### src/rtl/core/jse_pkg.sv
// jse_pkg: shared widths, field offsets, codes and the popcount function
// for the jaccard similarity engine; no dependencies

package jse_pkg;

	localparam int DEF_MAX_ITEMS = 64;
	localparam int DEF_MAX_USERS = 1024;
	localparam int DEF_WORD_BITS = 64;

	// input beat fields
	localparam int ITEM_FW   = 6;
	localparam int WIDX_FW   = 4;
	localparam int USER_FW   = 64;
	localparam int A_LSB     = 0;
	localparam int B_LSB     = A_LSB + ITEM_FW;
	localparam int W_LSB     = B_LSB + ITEM_FW;
	localparam int U_LSB     = W_LSB + WIDX_FW;
	localparam int S_TDATA_W = ((U_LSB + USER_FW + 7) / 8) * 8;

	// result beat fields
	localparam int Q_W       = 17;
	localparam int FRAC_W    = 16;
	localparam int OUT_CNT_W = 11;
	localparam int JAC_LSB   = 0;
	localparam int SH_LSB    = JAC_LSB + Q_W;
	localparam int UN_LSB    = SH_LSB + OUT_CNT_W;
	localparam int M_USED_W  = UN_LSB + OUT_CNT_W;
	localparam int M_TDATA_W = ((M_USED_W + 7) / 8) * 8;
	localparam int M_PAD_W   = M_TDATA_W - M_USED_W;

	localparam logic [Q_W-1:0] Q_ONE = Q_W'(1) << FRAC_W;

	typedef enum logic {
		ACT_LOAD  = 1'b0,
		ACT_QUERY = 1'b1
	} action_t;

	function automatic logic [6:0] pop64(input logic [63:0] v);
		logic [3:0] bc [8];
		logic [6:0] sum;
		for (int i = 0; i < 8; i++) begin
			bc[i] = '0;
			for (int j = 0; j < 8; j++) begin
				bc[i] = bc[i] + 4'(v[8*i+j]);
			end
		end
		sum = '0;
		for (int i = 0; i < 8; i++) begin
			sum = sum + 7'(bc[i]);
		end
		return sum;
	endfunction

endpackage

### src/rtl/core/jse_div.sv
// jse_div: radix-2 restoring divider, shared * 2^16 / union, one quotient bit a cycle
// depends on jse_pkg

module jse_div
	import jse_pkg::*;
#(
	parameter int CNT_W = 11
) (
	input  logic             clk,
	input  logic             arst_n,
	input  logic             start,
	input  logic [CNT_W-1:0] dividend,
	input  logic [CNT_W-1:0] divisor,
	output logic             done,
	output logic [Q_W-1:0]   quotient
);

	localparam int STEP_W = $clog2(Q_W + 1);

	logic              busy_q;
	logic              done_q;
	logic [STEP_W-1:0] step_q;
	logic [CNT_W-1:0]  rem_q;
	logic [CNT_W-1:0]  dsr_q;
	logic [Q_W-1:0]    bits_q;
	logic [Q_W-1:0]    quo_q;
	logic [CNT_W:0]    trial;
	logic              fits;

	// dividend < 2*divisor, so the quotient fits q_w bits and the high
	// dividend bits collapse into the starting remainder
	assign trial = {rem_q, bits_q[Q_W-1]};
	assign fits  = trial >= {1'b0, dsr_q};

	always_ff @(posedge clk or negedge arst_n) begin
		if (!arst_n) begin
			busy_q <= 1'b0;
			done_q <= 1'b0;
			step_q <= '0;
		end else begin
			done_q <= 1'b0;
			if (start) begin
				busy_q <= 1'b1;
				step_q <= '0;
			end else if (busy_q) begin
				step_q <= step_q + 1'b1;
				if (step_q == STEP_W'(Q_W - 1)) begin
					busy_q <= 1'b0;
					done_q <= 1'b1;
				end
			end
		end
	end

	always_ff @(posedge clk) begin
		if (start) begin
			rem_q  <= dividend >> 1;
			dsr_q  <= divisor;
			bits_q <= {dividend[0], {(Q_W-1){1'b0}}};
			quo_q  <= '0;
		end else if (busy_q) begin
			rem_q  <= fits ? CNT_W'(trial - {1'b0, dsr_q}) : CNT_W'(trial);
			bits_q <= bits_q << 1;
			quo_q  <= {quo_q[Q_W-2:0], fits};
		end
	end

	assign done     = done_q;
	assign quotient = quo_q;

	assert property (@(posedge clk) disable iff (!arst_n) start |-> !busy_q)
		else $error("divider restarted while busy");
	assert property (@(posedge clk) disable iff (!arst_n) done_q |-> $past(busy_q))
		else $error("divider done without a running division");
	assert property (@(posedge clk) disable iff (!arst_n) start |-> divisor != '0)
		else $error("divider started with a zero divisor");

endmodule

### config.mk
export PLATFORM = sky130hd
export DESIGN_NAME = jse_div
export DESIGN_NICKNAME = d
export VERILOG_FILES = /design/src/rtl/core/jse_pkg.sv /design/src/rtl/core/jse_div.sv
export SDC_FILE = /design/constraint.sdc
export NUM_CORES = 1
export LEC_CHECK = 0
export ABC_AREA = 1
export BUFFER_PORTS_ARGS = -buffer_cell sky130_fd_sc_hd__buf_2
export CORE_ASPECT_RATIO = 0.7
export CORE_UTILIZATION = 51
export CTS_BUF_LIST = sky130_fd_sc_hd__clkbuf_16
export CTS_CLUSTER_SIZE = 30
export DETAILED_ROUTE_END_ITERATION = 10
export PLACE_DENSITY = 0.84
export SLEW_MARGIN = 40
export SYNTH_ARGS = -nofsm -noshare
export SYNTH_HDL_FRONTEND = slang
export SYNTH_SLANG_ARGS = --single-unit
### constraint.sdc
create_clock -name clk -period 1.86 [get_ports clk]
set_input_delay 0.093 -clock clk [delete_from_list [all_inputs] [get_ports clk]]
set_output_delay 0.093 -clock clk [all_outputs]
set_load 0.01 [all_outputs]
==> run_results.csv <==
group,metric,value,unit
timing,setup_ws,-0.124,ns
critical_path,path_class,"reg -> reg",
yosys,synth-compound-area-share,6.20,%
timing,min_period_over_period,107,%
yosys,synthSimpleGateAreaFrac,28.5,%
clocking,cts_made_buffers,5,
critical_path,cp.required,1.91,ns
detailed_routing,drt-pass1-iter-count,6,
yosys,yosysTopAreaCellShare,24.8,%
timing,skew,0.00532,ns
critical_path,arrival,2.03,ns
pwr,p_switching,2.06,mW
global_routing,grt-busiest-layer,"met2",
critical_path,start_kind,"register",
critical_path,crit_path_frequent_cell,"nand2_1",
detailed_routing,drt_iter0_markers,290,
yosys,ys_async_sr_fraction,14.9,%
pwr,combPwrFrac,53.7,%
timing,whs,0.0611,ns
global_routing,antenna_found_initial,0,
placement,hpwl,4.68,mm
timing,rsz0062_at_grt,"yes",
cells_and_area,final_area,0.00360,mm2
detailed_routing,wl_per_cell,15.6,um
critical_path,worstPathCellList,"ha_4, buf_4, nand2_1, inv_1, nand2_1, nand2_1, nand2_1, nand3_1, nand2_1, nand3_1, nand3_1, nand2_1",
pwr,internal-power,3.01,mW
global_routing,first_global_vias,2509,
placement,place_inst,446,
pwr,pwr-share-seq,27.6,%
die,pin_count,43,
placement,postPlaceCellArea,0.00306,mm2
pwr,p_total,5.07,mW
detailed_routing,drc_errors,0,
timing,period_minus_slack,1.98,ns
global_routing,use_met1,38.4,%
min_path,hp-class,"in -> reg",
critical_path,cp-startpoint,"rem_q[3]$_DFFE_PP_",
yosys,synth_top_family_by_area,"simple AND/OR/NAND/NOR gates",
yosys,synth_mux_area_share,0,%
cells_and_area,nNetsFinal,445,
cells_and_area,final_cells,476,
flow_run,drv_cap,0,
detailed_routing,ant_nets,0,
yosys,ys_ff_latch,47,
die,core_area,0.00489,mm2
placement,globalplace.congestion,0.955,
yosys,yosys-top-cells-count,"nand2_1, inv_1, nand3_1",
yosys,synthFlopType,"edfxtp_1",
timing,drv_slew,0,
yosys,avgSynthCellArea,8.27,um2
pwr,ir_drop,0.808,mV
yosys,yosys.cell_count.top_type,"nand2_1",
global_routing,grt_use_met3,7.00,%
critical_path,cp_max_fo,3,
cells_and_area,layout-drive-gt1-share,34.4,%
pwr,leakagePower,1.77,nW
clocking,htree_levels,2,
global_routing,grt_util_met2,42.0,%
timing,max_freq,0.504,GHz
yosys,synthXorXnorAreaFrac,0.987,%
timing,final.setup.tns,-0.729,ns
yosys,synth_area_leader_cell,"edfxtp_1",
global_routing,grt.overflow.total,0,
yosys,synth_edf_count,22,
clocking,cts.sinks,47,
clocking,cts_root_buf,"clkbuf_16",
placement,port_buffers,42,
detailed_routing,num_vias,2575,
status,status,"complete, but fails checks",
global_routing,grtUsageTotal,27.9,%
pwr,clkPwrFrac,18.6,%
die,die-area,0.00552,mm2
die,die_w,88.4,um
cells_and_area,area_growth,35.1,%
die,initial_core_util,54.5,%
yosys,synth_adder_area_share,6.86,%
min_path,min_from,"dividend[0]",
yosys,syn-num-nets,361,
critical_path,endpoint_kind,"register",
status,violations,"negative setup slack",
yosys,synthCells,322,
yosys,yosysWarningCount,0,
timing,max-slew-margin-rel,64.0,%
critical_path,cpMaxStageDelayCell,"edfxtp_1",
clocking,clock_latency,0.30,ns
timing,setup_viol,11,
pwr,power_density,1410,mW/mm2
pwr,switching_share,40.6,%
clocking,clk_pin_slew,0.07,ns
die,rows,21,
critical_path,rr_startpoint,"rem_q[3]$_DFFE_PP_",
global_routing,grt_max_degree,28,
timing,worst_pin_slew,0.540,ns
clocking,cts_tree,"yes",
die,die_h,62.5,um
yosys,yosys-top-cells-area,"edfxtp_1, dfxtp_1, nand2_1",
cells_and_area,antenna_cells,0,
critical_path,slowest_delay,0.49,ns
global_routing,grt_pass1_wl,11.6,mm
yosys,synth_cell_types,33,
timing,hold_viol_final,0,
detailed_routing,vias_per_cell,5.41,
detailed_routing,routed_wl,7.40,mm
clocking,cts_buffer_depth,2,
yosys,synth_area,0.00266,mm2
yosys,synth-seq-area-share,44.9,%
## power by group through the flow
stage / Combinational, mW / Sequential, mW / Clock [mW]
floorplan: 1.49 / 1.36 / 0
detailed placement: 2.06 / 1.38 / 0
CTS: 2.38 / 1.38 / 0.943
global route: 2.94 / 1.42 / 0.980
global placement: 2.00 / 1.38 / 0
finish: 2.72 / 1.40 / 0.945
## state kept, by name (all words and copies together), names as in the netlist
register and cells:
done 1, bits_q 1, busy_q 1, quotient 17
step_q 5, dsr_q 11, rem_q 11
## path summary, 6_finish.rpt
| path | end | slack, ns | cells after the start |
|---|---|---|---|
| hold / removal | bits_q[16]$_SDFFCE_PN0P_ | 0.06 | 3 |
| max in group asynchronous | step_q[4]$_DFFE_PN0P_ | 1.54 | 2 |
| min in group asynchronous | step_q[1]$_DFFE_PN0P_ | 0.16 | 2 |
| setup / recovery | rem_q[9]$_DFFE_PP_ | -0.12 | 12 |
| setup reg to reg | rem_q[9]$_DFFE_PP_ | -0.12 | 12 |
| hold reg to reg | rem_q[10]$_SDFFE_PP0P_ | 0.48 | 2 |
## through the flow
| step | utilization (%) | worst slack (ns) |
|---|---|---|
| after detailed placement | 62.5 | -0.105 |
| after CTS | 71.3 | -0.0873 |
| after global placement | 62.5 | -0.0502 |
| after floorplan | - | 0.0268 |
| after global routing | 73.6 | -0.195 |
| final | 73.6 | -0.124 |
## worst max-delay path: cells and delay by family (launching register included)
| family | cells | cell delay (ns) |
|---|---|---|
| and+or+nand+nor | 9 | 0.75 |
| buffers and inverters | 2 | 0.20 |
| adders and majority gates | 1 | 0.29 |
| DFF | 1 | 0.49 |
## metal layers
layer | wire length, um | up-vias
li1 | - | 1213
met1 | 3080 | 1188
met2 | 3360 | 153
met3 | 779 | 21
met4 | 187 | 0
met5 | 0 | -
## layout make-up
cell class	instances	area, um2
clock buffers	5	125
inverters	69	260
repair buffers	84	571
well taps	69	86.3
clock inverters	3	26.3
multi-input cells	199	1330
flip-flops and latches	47	1200
fillers	348	1290
## cells in the final DEF, fill, tap and decap left out, types with 4 or more instances in the layout
| cell | instances |
|---|---|
| buf_2 | 42 |
| dfrtp_1 | 7 |
| nand2_1 | 64 |
| dlygate4sd3_1 | 12 |
| a21oi_1 | 7 |
| nand2_2 | 18 |
| inv_2 | 6 |
| edfxtp_1 | 22 |
| dfxtp_1 | 18 |
| nand3_1 | 19 |
| o22ai_1 | 14 |
| clkbuf_16 | 5 |
| nor2_1 | 11 |
| nand4_1 | 14 |
| buf_6 | 4 |
| buf_4 | 26 |
| ha_4 | 6 |
| inv_1 | 62 |
| nand3_2 | 11 |
| o21ai_0 | 5 |
| ha_1 | 4 |
## cell families (layout without fill, tap and decap cells)
logic type / count (synthesis) / in the layout
xor+xnor: 3 / 3
simple gates: 152 / 154
buf+inv: 78 / 161
flops: 47 / 47
fa+ha+maj: 14 / 14
compound gates: 28 / 28
## timing repair
action | in CTS | in global routing
endpoints found under the setup margin | 11 | 12
hold buffers | 12 | 0
gates cloned | 2 | 0
setup buffers | 5 | 3
endpoints found under the hold margin | 18 | 0
pin swaps | 5 | 5
resized for setup | 20 | 16
Note: power is estimated with default switching activity, not from simulation.
